## config.mk

```make
export PLATFORM = sky130hd
export DESIGN_NAME = steering_pd_gain_scheduled_core_flat
export DESIGN_NICKNAME = d
export VERILOG_FILES = /design/src/sv/spd_pkg.sv /design/src/sv/spd_intf.sv /design/src/sv/spd_ring_mem.sv /design/src/sv/steering_pd_gain_scheduled_core.sv /design/src/flat_wrapper.sv
export SDC_FILE = /design/constraint.sdc
export NUM_CORES = 2
export LEC_CHECK = 0
export BUFFER_PORTS_ARGS = -buffer_cell sky130_fd_sc_hd__buf_2
export CAP_MARGIN = 10
export CORE_MARGIN = 10
export CORE_UTILIZATION = 30
export CTS_CLUSTER_SIZE = 8
export DETAILED_ROUTE_END_ITERATION = 16
export PLACE_DENSITY = 0.41
export SKIP_LAST_GASP = 1
export SLEW_MARGIN = 30
export SYNTH_ARGS = -nofsm -noshare
export SYNTH_HDL_FRONTEND = slang
export SYNTH_HIERARCHICAL = 1
export SYNTH_SLANG_ARGS = --single-unit
```

## constraint.sdc

```tcl
create_clock -name clk -period 10.14 [get_ports clk]
set_clock_uncertainty 0.15 [all_clocks]
set_input_delay 0.507 -clock clk [delete_from_list [all_inputs] [get_ports clk]]
set_output_delay 0.507 -clock clk [all_outputs]
set_load 0.03 [all_outputs]
```

## src/sv/spd_pkg.sv

```systemverilog
// ----------------------------------------------------------------------------
// spd_pkg: shared definitions for the gain-scheduled PD steering core
// Field widths, register indexes, fixed-point constants and the ring
// memory request type used by the core and its sample ring.
// ----------------------------------------------------------------------------
`default_nettype none

package spd_pkg;

  // Moving-average depth and gain-schedule split point.
  localparam int AVG_DEPTH   = 10;
  localparam int SPEED_SPLIT = 180;

  // Field widths.
  localparam int DIFF_W     = 13;
  localparam int GYRO_W     = 16;
  localparam int SPEED_W    = 12;
  localparam int CMD_W      = 32;
  localparam int GAIN_W     = 16;
  localparam int BLEND_W    = 9;
  localparam int CFG_IDX_W  = 4;
  localparam int CFG_DATA_W = 16;

  // Ring addressing and running sum.
  localparam int RING_AW = $clog2(AVG_DEPTH);
  localparam int SUM_W   = DIFF_W + $clog2(AVG_DEPTH);

  // Divide by the depth through a reciprocal multiply. The shift is wide
  // enough that the truncated quotient is exact for every sum magnitude.
  localparam int RECIP_SHIFT = SUM_W + $clog2(AVG_DEPTH);
  localparam int RECIP       = (2 ** RECIP_SHIFT + AVG_DEPTH - 1) / AVG_DEPTH;

  // Datapath widths.
  localparam int AVG_W       = DIFF_W + 1;
  localparam int ERR_W       = DIFF_W + 1;
  localparam int CHANGE_W    = ERR_W + 1;
  localparam int FC_W        = 24;
  localparam int GDIFF_W     = GYRO_W + 1;
  localparam int SCALE_SHIFT = 9;
  localparam int SCALE_W     = SCALE_SHIFT + 2;

  // Low-pass coefficients, Q.8: new weight 38, old weight 218.
  localparam int LP_SHIFT  = 8;
  localparam int LP_NEW    = 38;
  localparam int LP_OLD    = 218;
  localparam int LP_NEW_Q8 = LP_NEW * (2 ** LP_SHIFT);
  localparam int LP_W      = FC_W + LP_SHIFT + 1;

  // Shared multiplier and accumulator widths.
  localparam int MUL_A_W = SUM_W + 2;
  localparam int MUL_B_W = FC_W;
  localparam int PROD_W  = MUL_A_W + MUL_B_W;
  localparam int ACC_W   = PROD_W;
  localparam int Q8_SHIFT  = 8;
  localparam int OUT_SHIFT = 16;

  // Configuration register indexes.
  localparam logic [CFG_IDX_W-1:0] REG_P_GAIN_LOW     = CFG_IDX_W'(0);
  localparam logic [CFG_IDX_W-1:0] REG_P_GAIN_HIGH    = CFG_IDX_W'(1);
  localparam logic [CFG_IDX_W-1:0] REG_GYRO_GAIN_LOW  = CFG_IDX_W'(2);
  localparam logic [CFG_IDX_W-1:0] REG_GYRO_GAIN_HIGH = CFG_IDX_W'(3);
  localparam logic [CFG_IDX_W-1:0] REG_ROAD_GAIN_LOW  = CFG_IDX_W'(4);
  localparam logic [CFG_IDX_W-1:0] REG_ROAD_GAIN_HIGH = CFG_IDX_W'(5);
  localparam logic [CFG_IDX_W-1:0] REG_BLEND          = CFG_IDX_W'(6);
  localparam logic [CFG_IDX_W-1:0] REG_GYRO_OFFSET    = CFG_IDX_W'(7);

  localparam int GYRO_OFFSET_RESET = 209;

  // One access to the sample ring.
  typedef struct packed {
    logic                     rd_en;
    logic                     wr_en;
    logic [RING_AW-1:0]       addr;
    logic signed [DIFF_W-1:0] wdata;
  } spd_ring_req_t;

endpackage

`default_nettype wire

```

## src/sv/spd_intf.sv

```systemverilog
// ----------------------------------------------------------------------------
// spd_intf: channel interfaces of the steering core
// Tick channel, command channel and configuration write channel, each with
// valid, ready and its payload.
// ----------------------------------------------------------------------------
`default_nettype none

interface spd_tick_if;
  import spd_pkg::*;
  logic                       valid;
  logic                       ready;
  logic signed [DIFF_W-1:0]   diff_sample;
  logic signed [GYRO_W-1:0]   gyro_sample;
  logic        [SPEED_W-1:0]  speed;
  modport source (output valid, diff_sample, gyro_sample, speed, input ready);
  modport sink   (input valid, diff_sample, gyro_sample, speed, output ready);
endinterface

interface spd_cmd_if;
  import spd_pkg::*;
  logic                     valid;
  logic                     ready;
  logic signed [CMD_W-1:0]  steer_command;
  modport source (output valid, steer_command, input ready);
  modport sink   (input valid, steer_command, output ready);
endinterface

interface spd_cfg_if;
  import spd_pkg::*;
  logic                   valid;
  logic                   ready;
  logic [CFG_IDX_W-1:0]   index;
  logic [CFG_DATA_W-1:0]  data;
  modport source (output valid, index, data, input ready);
  modport sink   (input valid, index, data, output ready);
endinterface

`default_nettype wire

```

## src/sv/spd_ring_mem.sv

```systemverilog
// ----------------------------------------------------------------------------
// spd_ring_mem: moving-average sample ring
// Synchronous memory with registered read. Each entry carries a
// valid bit cleared by reset; an entry never written reads as zero.
// ----------------------------------------------------------------------------
`default_nettype none

module spd_ring_mem (
  input  wire logic                          clk,
  input  wire logic                          rst,
  input  wire spd_pkg::spd_ring_req_t        req,
  output logic signed [spd_pkg::DIFF_W-1:0]  rdata
);
  import spd_pkg::*;

  logic signed [DIFF_W-1:0] mem [AVG_DEPTH];
  logic [AVG_DEPTH-1:0]     valid;

  always_ff @(posedge clk) begin
    if (req.wr_en) begin
      mem[req.addr] <= req.wdata;
    end
    if (req.rd_en) begin
      rdata <= valid[req.addr] ? mem[req.addr] : '0;
    end
  end

  always_ff @(posedge clk) begin
    if (rst) begin
      valid <= '0;
    end else if (req.wr_en) begin
      valid[req.addr] <= 1'b1;
    end
  end

endmodule

`default_nettype wire

```

## src/sv/steering_pd_gain_scheduled_core.sv

```systemverilog
// ----------------------------------------------------------------------------
// steering_pd_gain_scheduled_core: gain-scheduled PD steering controller
// Moving average of the sensor difference, blended error, low-passed error
// change and a speed-scheduled gain set produce one steering command a tick.
// ----------------------------------------------------------------------------
// Usage:
// Each transaction on the tick channel is one control tick carrying the
// sensor difference, the raw gyro rate and the speed count. Each tick gives
// exactly one transaction on the command channel with the saturated 32-bit
// steering command.
// Gains, blend and gyro offset are written through the configuration
// channel, which is always ready; write it only while no tick is in flight.
// Indexes beyond the register list are ignored.
// The tick channel drops ready once a tick is accepted and raises it again
// as the command is loaded into the output register. That span is set by
// the read-modify-write of the sample ring memory and by five products that
// pass one after another through the single shared multiplier.
// If the receiver stalls, the command waits in the output register; the
// next tick is accepted meanwhile and its command waits until the held one
// is taken.
// Reset clears the ring (through per-entry valid bits), the running sum,
// the ring position and the filter state, and loads the register defaults.
// ----------------------------------------------------------------------------
`default_nettype none

module steering_pd_gain_scheduled_core (
  input  wire logic  clk,
  input  wire logic  rst,
  spd_tick_if.sink   tick,
  spd_cmd_if.source  command,
  spd_cfg_if.sink    cfg
);
  import spd_pkg::*;

  // Sequencer states: one step per multiplier use, roughly.
  typedef enum logic [3:0] {
    S_IDLE,
    S_SUM,
    S_RECIP,
    S_AVG,
    S_SCALE,
    S_ERR,
    S_PG,
    S_DR,
    S_ACC,
    S_OUT
  } state_t;

  localparam logic signed [MUL_A_W-1:0] RECIP_A = MUL_A_W'(RECIP);
  localparam logic [SPEED_W-1:0]        SPLIT   = SPEED_W'(SPEED_SPLIT);
  localparam logic [RING_AW-1:0]        LAST_IX = RING_AW'(AVG_DEPTH - 1);
  localparam int                        XW      = ACC_W - OUT_SHIFT + CMD_W;

  // Configuration registers.
  logic signed [GAIN_W-1:0]  p_gain_low, p_gain_high;
  logic signed [GAIN_W-1:0]  gyro_gain_low, gyro_gain_high;
  logic signed [GAIN_W-1:0]  road_gain_low, road_gain_high;
  logic        [BLEND_W-1:0] blend;
  logic signed [GYRO_W-1:0]  gyro_offset;

  // Controller state.
  state_t                     state;
  logic [RING_AW-1:0]         ring_index;
  logic signed [SUM_W-1:0]    ring_sum;
  logic signed [ERR_W-1:0]    prev_error;
  logic signed [FC_W-1:0]     filtered_change;

  // Per-tick working registers.
  logic signed [DIFF_W-1:0]   sample;
  logic signed [GDIFF_W-1:0]  gdiff;
  logic                       high_speed;
  logic signed [AVG_W-1:0]    avg;
  logic signed [CHANGE_W-1:0] change;
  logic signed [PROD_W-1:0]   prod;
  logic signed [ACC_W-1:0]    acc;
  logic                       cmd_valid;
  logic signed [CMD_W-1:0]    cmd;

  // Ring memory.
  spd_ring_req_t              ring_req;
  logic signed [DIFF_W-1:0]   ring_rdata;

  // Combinational datapath.
  logic                       tick_accept;
  logic signed [MUL_A_W-1:0]  mul_a;
  logic signed [MUL_B_W-1:0]  mul_b;
  logic [SUM_W-1:0]           sum_abs;
  logic [AVG_W-1:0]           quot;
  logic signed [PROD_W-1:0]   err_biased;
  logic signed [ERR_W-1:0]    err;
  logic signed [LP_W-1:0]     lp_sum;
  logic signed [ACC_W-1:0]    prod_q8;
  logic signed [XW-1:0]       cmd_wide;
  logic signed [CMD_W-1:0]    cmd_sat;
  logic [SCALE_SHIFT:0]       scale;
  logic signed [GAIN_W-1:0]   pg, dg, dr;

  assign tick.ready            = (state == S_IDLE);
  assign tick_accept           = tick.valid && tick.ready;
  assign cfg.ready             = 1'b1;
  assign command.valid         = cmd_valid;
  assign command.steer_command = cmd;

  // Register file. The user must write only while the core is idle; the block does not enforce it.
  always_ff @(posedge clk) begin
    if (rst) begin
      p_gain_low     <= '0;
      p_gain_high    <= '0;
      gyro_gain_low  <= '0;
      gyro_gain_high <= '0;
      road_gain_low  <= '0;
      road_gain_high <= '0;
      blend          <= '0;
      gyro_offset    <= GYRO_W'(GYRO_OFFSET_RESET);
    end else if (cfg.valid && cfg.ready) begin
      unique case (cfg.index)
        REG_P_GAIN_LOW:     p_gain_low     <= cfg.data;
        REG_P_GAIN_HIGH:    p_gain_high    <= cfg.data;
        REG_GYRO_GAIN_LOW:  gyro_gain_low  <= cfg.data;
        REG_GYRO_GAIN_HIGH: gyro_gain_high <= cfg.data;
        REG_ROAD_GAIN_LOW:  road_gain_low  <= cfg.data;
        REG_ROAD_GAIN_HIGH: road_gain_high <= cfg.data;
        REG_BLEND:          blend          <= cfg.data[BLEND_W-1:0];
        REG_GYRO_OFFSET:    gyro_offset    <= cfg.data;
        default: ;
      endcase
    end
  end

  // The ring entry is read when the tick is accepted and written back in the
  // next cycle, in S_SUM. The next read cannot start before the core is idle
  // again, so a read never overlaps the write to the same entry.
  always_comb begin
    ring_req.rd_en = tick_accept;
    ring_req.wr_en = (state == S_SUM);
    ring_req.addr  = ring_index;
    ring_req.wdata = sample;
  end

  spd_ring_mem u_ring (
    .clk   (clk),
    .rst   (rst),
    .req   (ring_req),
    .rdata (ring_rdata)
  );

  // Gain set picked by the speed of the current tick.
  always_comb begin
    pg = high_speed ? p_gain_high    : p_gain_low;
    dg = high_speed ? gyro_gain_high : gyro_gain_low;
    dr = high_speed ? road_gain_high : road_gain_low;
  end

  // Average: the sum magnitude times the reciprocal of the depth gives the
  // quotient truncated toward zero; the sign is put back afterwards.
  assign sum_abs = ring_sum[SUM_W-1] ? SUM_W'(-ring_sum) : SUM_W'(ring_sum);
  assign quot    = prod[RECIP_SHIFT +: AVG_W];

  // Error scale is one plus the blend over 512, in units of 1/512.
  assign scale = (SCALE_SHIFT + 1)'(2 ** SCALE_SHIFT) + (SCALE_SHIFT + 1)'(blend);

  // Error: the scaled average divided by 512, truncated toward zero.
  assign err_biased = prod + (prod[PROD_W-1] ? PROD_W'(2 ** SCALE_SHIFT - 1) : '0);
  assign err        = err_biased[SCALE_SHIFT +: ERR_W];

  // Low-pass of the error change in Q.8; the bit select floors.
  assign lp_sum = LP_W'(filtered_change) * LP_W'(LP_OLD)
                + LP_W'(change) * LP_W'(LP_NEW_Q8);

  // Products that enter the accumulator pre-scaled by 256.
  assign prod_q8 = {prod[PROD_W-Q8_SHIFT-1:0], {Q8_SHIFT{1'b0}}};

  // Command: floor of the sum over 65536, clamped to the signed 32-bit range.
  always_comb begin
    cmd_wide = XW'($signed(acc[ACC_W-1:OUT_SHIFT]));
    if (cmd_wide > XW'(2 ** (CMD_W - 1) - 1)) begin
      cmd_sat = {1'b0, {(CMD_W-1){1'b1}}};
    end else if (cmd_wide < $signed({{(XW-CMD_W+1){1'b1}}, {(CMD_W-1){1'b0}}})) begin
      cmd_sat = {1'b1, {(CMD_W-1){1'b0}}};
    end else begin
      cmd_sat = cmd_wide[CMD_W-1:0];
    end
  end

  // Operand selection for the shared multiplier.
  always_comb begin
    mul_a = '0;
    mul_b = '0;
    case (state)
      S_RECIP: begin
        mul_a = RECIP_A;
        mul_b = MUL_B_W'($signed({1'b0, sum_abs}));
      end
      S_SCALE: begin
        mul_a = MUL_A_W'($signed({1'b0, scale}));
        mul_b = MUL_B_W'(avg);
      end
      S_ERR: begin
        mul_a = MUL_A_W'(gdiff);
        mul_b = MUL_B_W'(dg);
      end
      S_PG: begin
        mul_a = MUL_A_W'(pg);
        mul_b = MUL_B_W'(prev_error);
      end
      S_DR: begin
        mul_a = MUL_A_W'(dr);
        mul_b = MUL_B_W'(filtered_change);
      end
      default: ;
    endcase
  end

  always_ff @(posedge clk) begin
    prod <= PROD_W'(mul_a) * PROD_W'(mul_b);
  end

  // Sequencer with the controller state and the output register.
  always_ff @(posedge clk) begin
    if (rst) begin
      state           <= S_IDLE;
      ring_index      <= '0;
      ring_sum        <= '0;
      prev_error      <= '0;
      filtered_change <= '0;
      cmd_valid       <= 1'b0;
    end else begin
      // In S_OUT the output register is reloaded by the state step below.
      if (cmd_valid && command.ready && state != S_OUT) begin
        cmd_valid <= 1'b0;
      end
      unique case (state)
        S_IDLE: begin
          if (tick_accept) begin
            sample     <= tick.diff_sample;
            gdiff      <= GDIFF_W'(tick.gyro_sample) - GDIFF_W'(gyro_offset);
            high_speed <= (tick.speed >= SPLIT);
            state      <= S_SUM;
          end
        end
        S_SUM: begin
          ring_sum   <= ring_sum - SUM_W'(ring_rdata) + SUM_W'(sample);
          ring_index <= (ring_index == LAST_IX) ? '0 : ring_index + 1'b1;
          state      <= S_RECIP;
        end
        S_RECIP: begin
          state <= S_AVG;
        end
        S_AVG: begin
          avg   <= ring_sum[SUM_W-1] ? -$signed(quot) : $signed(quot);
          state <= S_SCALE;
        end
        S_SCALE: begin
          change <= CHANGE_W'(avg) - CHANGE_W'(prev_error);
          state  <= S_ERR;
        end
        S_ERR: begin
          prev_error      <= err;
          filtered_change <= lp_sum[LP_SHIFT +: FC_W];
          state           <= S_PG;
        end
        S_PG: begin
          acc   <= prod_q8;
          state <= S_DR;
        end
        S_DR: begin
          acc   <= acc + prod_q8;
          state <= S_ACC;
        end
        S_ACC: begin
          acc   <= acc + prod;
          state <= S_OUT;
        end
        S_OUT: begin
          if (!cmd_valid || command.ready) begin
            cmd       <= cmd_sat;
            cmd_valid <= 1'b1;
            state     <= S_IDLE;
          end
        end
        default: begin
          state <= S_IDLE;
        end
      endcase
    end
  end

endmodule

`default_nettype wire

```

## src/flat_wrapper.sv

```systemverilog
// flat-port wrapper written by rule: the top's interface ports become plain ports
module steering_pd_gain_scheduled_core_flat import spd_pkg::*;
  (clk, rst, tick_valid, tick_diff_sample, tick_gyro_sample, tick_speed, tick_ready, command_valid, command_steer_command, command_ready, cfg_valid, cfg_index, cfg_data, cfg_ready);
  spd_tick_if tick_i ();
  spd_cmd_if command_i ();
  spd_cfg_if cfg_i ();
  input  wire logic clk;
  input  wire logic rst;
  input wire logic [$bits(tick_i.valid)-1:0] tick_valid;
  input wire logic [$bits(tick_i.diff_sample)-1:0] tick_diff_sample;
  input wire logic [$bits(tick_i.gyro_sample)-1:0] tick_gyro_sample;
  input wire logic [$bits(tick_i.speed)-1:0] tick_speed;
  output wire logic [$bits(tick_i.ready)-1:0] tick_ready;
  output wire logic [$bits(command_i.valid)-1:0] command_valid;
  output wire logic [$bits(command_i.steer_command)-1:0] command_steer_command;
  input wire logic [$bits(command_i.ready)-1:0] command_ready;
  input wire logic [$bits(cfg_i.valid)-1:0] cfg_valid;
  input wire logic [$bits(cfg_i.index)-1:0] cfg_index;
  input wire logic [$bits(cfg_i.data)-1:0] cfg_data;
  output wire logic [$bits(cfg_i.ready)-1:0] cfg_ready;
  assign tick_i.valid = tick_valid;
  assign tick_i.diff_sample = tick_diff_sample;
  assign tick_i.gyro_sample = tick_gyro_sample;
  assign tick_i.speed = tick_speed;
  assign tick_ready = tick_i.ready;
  assign command_valid = command_i.valid;
  assign command_steer_command = command_i.steer_command;
  assign command_i.ready = command_ready;
  assign cfg_i.valid = cfg_valid;
  assign cfg_i.index = cfg_index;
  assign cfg_i.data = cfg_data;
  assign cfg_ready = cfg_i.ready;
  steering_pd_gain_scheduled_core u_core (.clk(clk), .rst(rst), .tick(tick_i), .command(command_i), .cfg(cfg_i));
endmodule
```

---- Yosys cells after proc, flatten, opt, wreduce, memory -nomap -nowiden ----
Memories as Yosys holds them, arrays and structs flattened. A register that Yosys moved wholly into a read port is not among the register bits.
Cells that the tools add are included.
word-level totals
  bits in registers ....................... 373
  RAM bits ................................ 130
  input bits .............................. 66
  output and inout bits ................... 35
  memories kept ........................... 1
memory list
  memory             words  bits a word  read ports  clocked after memory_dff  write ports  RTL line            text
  u_core.u_ring.mem  10     13           1           1                         1            spd_ring_mem.sv:16  logic signed [DIFF_W-1:0] mem [AVG_DEPTH];
cells by class
  add/subtract/negate cells ............... 12
  multipliers ............................. 3
  order comparisons ....................... 5
  equality and inequality tests ........... 20
  mux-type cells .......................... 23
  bitwise operators ....................... 2
  reductions and logical operators ........ 24
operators by type and width
  kind                                                              number
  one-hot mux 43 bit (3 select lines)                               1
  one-hot mux 24 bit (5 select lines)                               1
  one-hot mux 19 bit (5 select lines)                               1
  adder 43 bit                                                      2
  2-to-1 mux 16 bit                                                 3
  multiplier 19 x 24 -> 43 bit                                      1
  one-hot mux 4 bit (10 select lines)                               1
  adder 32 bit                                                      1
  == test 4 x 3 -> 1 bit (second input constant)                    8
  greater-than comparator 27 x 32 -> 1 bit (second input constant)  1
  < comparator 27 x 32 -> 1 bit (second input constant)             1
  2-to-1 mux 32 bit                                                 1
  multiplier 24 x 8 -> 31 bit (second input constant)               1
  AND reduction 2 bit                                               12
  adder 23 bit                                                      1
  multiplier 15 x 6 -> 21 bit (second input constant)               1
  adder 17 x 13 -> 17 bit                                           1
  2-to-1 mux 17 bit                                                 1
  negator 17 bit                                                    1
  subtractor 16 x 16 -> 17 bit                                      1
  subtractor 17 x 13 -> 17 bit                                      1
  == test 4 x 2 -> 1 bit (second input constant)                    4
  subtractor 14 x 14 -> 15 bit                                      1
  2-to-1 mux 14 bit                                                 1
  24 further kinds                                                  41

---- Depth between registers and ports, before layout ----
  depth after elaboration ................. 5
  mapped depth ............................ 33
  gate-level depth less buffers ........... 31

---- Modules after synthesis ----
The synthesis kept the hierarchy.
modules (own cells, without submodules)
  module                           instances  cells each  area an instance (um2)
  steering_pd_gain_scheduled_core  1          4718        42236.8
  spd_ring_mem                     1          262         5900.7

---- Worst setup path after synthesis ----
Ideal clock, no wire load.
  kind .................................... flip-flop to flip-flop
  from .................................... register u_core.state[1]
  to ...................................... register u_core.prod[42]
  data arrival time ....................... 8084 ps
  setup slack ............................. 1786 ps
  stages on the path, launching flop included .. 33
  buffers on the path ..................... 3
  period minus slack after synthesis ...... 8354 ps
  path through ............................ dfxtp_1 clkbuf_1 nand2b_1 nor3_1 a22oi_1 o21ai_1 buf_2 a21o_1 clkbuf_1 nand2_1 fa_1 inv_1 fa_1 inv_1 fa_1 inv_1 fa_1 fa_1 fa_1 inv_1 fa_1 inv_1 ha_1 and3_1 a221o_1 a21o_1 a21oi_1 a31oi_1 o211ai_2 a41oi_2 a31oi_1 nor2_1 a211o_1
between the ends
  longest elaborated chain between the ends .. 3
RTL lines
  element                                                                                     RTL line                                text
  start, declared                                                                             steering_pd_gain_scheduled_core.sv:62   state_t state;
  start signal, assigned                                                                      steering_pd_gain_scheduled_core.sv:221  state <= S_IDLE;
  start signal, assigned                                                                      steering_pd_gain_scheduled_core.sv:238  state <= S_SUM;
  start signal, assigned                                                                      steering_pd_gain_scheduled_core.sv:244  state <= S_RECIP;
  == test 4 x 3 -> 1 bit or == test 4 x 2 -> 1 bit (tied branches)                            steering_pd_gain_scheduled_core.sv:189  case (state)
  one-hot mux 19 bit (5 select lines) or one-hot mux 24 bit (5 select lines) (tied branches)  steering_pd_gain_scheduled_core.sv:189
  multiplier 19 x 24 -> 43 bit (*)                                                            steering_pd_gain_scheduled_core.sv:215  prod <= PROD_W'(mul_a) * PROD_W'(mul_b);
  end signal, assigned                                                                        steering_pd_gain_scheduled_core.sv:215
  end, declared                                                                               steering_pd_gain_scheduled_core.sv:74   logic signed [PROD_W-1:0] prod;
Mark *: on every way between the ends. The rest lies on a longest branch, timed or not.
A chain may end at the register's enable or synchronous reset.

---- Final worst setup path ----
  from .................................... register u_core.state[3]
  to ...................................... register u_core.prod[42]
Same word-level chain as after synthesis.

==> run summary <==
Via count of the first global-routing pass: 36400. VDD sags by at most 0.106 mV. The cell area that synthesis handed to floorplanning was 0.0481 sq mm. The cell row count is 146. The minimum clock period works out to 9.38 ns. The headroom to the max-slew limit was 0.305. STA classifies the critical path endpoint as a register. Static timing analysis puts the maximum clock frequency at 0.107 GHz. Using the TritonRoute via totals, the vias-per-cell ratio works out to 4.88.

The logs give 9.77 ns for the arrival time of the worst setup path and 0 for the max-cap violation count. The worst-path maximum fanout came out at 14. For the die area, the log shows 0.177 sq mm.

The critical path startpoint is u_core/state[3]. After synthesis the netlist holds a flip-flop and latch count of 512. After detailed routing, the average wire length per cell comes to 21.2 um. The cell repeated most along the worst path is sky130_fd_sc_hd__fa_1. The tools report the global-route wire length before repair as 232000 um. On the worst path, the slowest cell contributes a delay of 0.54 ns.

The portion of netlist area occupied by mux cells is 0.0421, and the initial core utilization is 0.303. Yosys printed 6 warnings. The flow ran to the end, and the final reports show no timing, DRC or antenna violations. The sum of negative setup slack came out at 0 ns. The unique cell type count in the Yosys netlist is 86, and the fraction of registers with async set or reset after synthesis is 0.

The synthesized-area fraction occupied by adder cells is 0.334, and the fraction of the mapped netlist area in compound gates is 0.112. For this block, the routed nets add up to 153000 um of wire. The logs give 35300 for the via count and 75 for the TritonCTS buffer count. The final count of hold timing violations came out at 0. The average cell area after synthesis is 9.67 sq um, and the leakage dissipation is 0.0248 uW. Setup violations remaining at the end of the flow were counted as 0. The cell with the biggest individual delay on the critical path is sky130_fd_sc_hd__fa_1.

The TritonCTS sink count is 512. Relative to the synthesized area, the layout overhead comes to 12.2%. Initial antenna violation count: 7.

The core occupancy in the finished layout was 0.340; the path depth of the worst reg2reg path was 29. Clock latency on the worst-skew pair, taken at its later pin, is 0.69 ns. The actual transition at the worst max-transition pin was 1.04 ns.

The total track usage was 0.173; the remaining global-route overflow was 0. The power density of the placed cells was 120 mW/mm^2; the number of nets in the synthesized netlist was 6001. The number of max-slew violations in the final report is 0. sky130_fd_sc_hd__fa_1 takes more of the synthesized area than any other cell. The logs give 0.270 for the portion of the post-synthesis area used by sequential elements and 0.159 sq mm for the core outline area. The worst setup path is of the reg2reg kind. During placement, the flow inserted port buffers numbering 97.

Top cell type's share of synthesized area: 0.229. The leading cell type in the layout, fill and taps excluded is sky130_fd_sc_hd__inv_1. The tools report the master cell of the clock root buffer as sky130_fd_sc_hd__clkbuf_16. The capturing element of the worst setup path is u_core/prod[42]. The post-synthesis share of cell area spent on and, or, nand and nor gates was 0.125; the buffer levels on the longest clock path was 3.

In the final design database the tool counted 6129 nets. The parity-gate share of the synthesized area counting xor and xnor cells was 0.0384. After clock tree synthesis, the clock-pin slew on the worst setup and hold paths is 0.05 ns.

TritonCTS built the clock tree. Setup repair after global routing left no endpoint under its margin. Entering global routing, the biggest net connects 64 pins. The share of layout cells above drive strength 1 came out at 0.0827.

The layout has 16500 filler cells. For the total DRC errors in the routed layout, the log shows 0. The congestion estimate from routability-driven global placement came to 0.889.

The worst hold path class is in2reg. Setup slack on the worst reg-to-reg path comes out at 0.76 ns. The die height came out at 421 um.

The launch point of the worst reg-to-reg path is u_core/state[3]. By area the synthesized netlist is led by sky130_fd_sc_hd__fa_1 23%, sky130_fd_sc_hd__edfxtp_1 17%, sky130_fd_sc_hd__ha_1 11%. Endpoint of the most critical register-to-register path: u_core/prod[42]. The required arrival time at the worst endpoint is 10.53 ns. The library cells used most frequently in the layout, excluding fill and tap cells, are 771 x sky130_fd_sc_hd__inv_1, 597 x sky130_fd_sc_hd__nand2_1, 551 x sky130_fd_sc_hd__fa_1.

Overall power consumption after layout is estimated at 6500 uW. In this run the number of H-tree levels came out at 3. The first-pass detailed-route iteration total came out at 5. The floorplan step set the die width to 421 um. For this block, the initial DRC count from the detailed router was 2177. 101 I/O pins were placed. Startpoint type of the worst setup path: a register.

The share of the clock period used by the worst path after layout was 0.925. Post-route antenna net violation count: 0. The placed wire-length estimate is 122000 um. The number of enable-type register cells in the synthesized netlist came out at 274.

The primary flip-flop cell chosen by synthesis mapping was sky130_fd_sc_hd__edfxtp_1. Synthesis handed over a netlist of 4980 instances. The largest family of logic cells by synthesized area is adder cells.
[timing repair]
action	4_1_cts	5_1_grt
gates resized for setup	0	1
endpoints found under the setup margin	0	2
hold buffers	23	0
hold endpoints to repair	33	0
buffers inserted	0	1
[layer usage]
metal	global-route usage	routed length [um]	vias up
met1	0.238	70900	17600
met2	0.279	70000	709
li1	-	-	16800
met3	0.0267	6960	189
met4	0.0559	5280	2
met5	0	9	-
[worst min path at each step]
stage / from / endpoint / slack (ns) / cells past startpoint
global route: cfg_data[2] / u_core/road_gain_low[2] / 0.04 / 3
floorplan: u_core/gyro_gain_high[0] / u_core/gyro_gain_high[0] / 0.28 / 2
CTS: cfg_data[2] / u_core/gyro_gain_high[2] / 0.002 / 3
global placement: u_core/gyro_gain_high[10] / u_core/gyro_gain_high[10] / 0.29 / 2
finish: cfg_data[9] / u_core/road_gain_low[9] / 0.04 / 3
detailed placement: u_core/road_gain_low[4] / u_core/road_gain_low[4] / 0.30 / 2
[metrics by stage]
stage	cell area, sq um	std cells	hold WS, ns	worst slack, ns
2_1_floorplan	48100	4980	0.283	1.79
3_3_place_gp	51500	7077	0.290	0.485
3_5_place_dp	51500	7079	0.296	0.566
4_1_cts	54000	7232	0.00170	0.544
5_1_grt	54000	7233	0.0392	0.00458
6_report	54000	7234	0.0433	0.757
[power by group]
part           internal (uW)  switching [uW]  total, uW
combinational            636            1020       1660
sequential              2280             128       2410
clock                   1430            1000       2430
total                   4350            2150       6500
[area by class of cell]
cell class | instances | area, sq um | area share
clock inverter | 8 | 135 | 0.00250
timing repair buffer | 252 | 1740 | 0.0322
inverter | 771 | 2890 | 0.0536
clock buffer | 122 | 2080 | 0.0386
sequential | 512 | 13000 | 0.241
tap | 2072 | 2590 | 0.0480
antenna | 1 | 2.50 | 0.0000463
multi-input combinational | 3496 | 31600 | 0.584
[synth_stat cells, drive strengths merged (36+ instances only)]
cell and n:
o21ai 156, nor2 377, inv 771, nor2b 50, nand3 43, a21o 87
mux2i 96, a211oi 36, clkbuf 172, mux4 40, dfxtp 238, a21oi 242
edfxtp 274, nor3 61, fa 551, and2 81, xnor2 147, nand2 597
ha 404, xor2 64
[registers in the layout, summed over array words and instances, names as in the netlist, 14 cells and up]
register,flops
u_core/acc,43
u_core/avg,14
u_core/change,15
u_core/command.steer_command,28
u_core/filtered_change,24
u_core/gdiff,17
u_core/gyro_gain_high,16
u_core/gyro_gain_low,16
u_core/gyro_offset,16
u_core/p_gain_high,16
u_core/p_gain_low,16
u_core/prev_error,14
u_core/prod,43
u_core/ring_sum,17
u_core/road_gain_high,16
u_core/road_gain_low,16
u_core/u_ring/mem,130
[cells by family after synthesis]
logic type                 count (synthesis)
AOI/OAI and AO/OA                        826
DFF                                      512
buffers and inverters                    972
xor gates and xnor gates                 211
adders and majority gates                955
other                                      1
and+or+nand+nor                         1354
muxes                                    149
[critical path: cells and delay by family (launching register included)]
kind                     cells  cell delay (ns)
flip-flops                   1             0.46
adder cells (fa/ha/maj)      8             3.60
buffers and inverters        5             0.39
AO/OA/AOI/OAI               10             2.91
AND/OR/NAND/NOR              6             1.72
No activity file was read; power rests on OpenSTA's default activity.
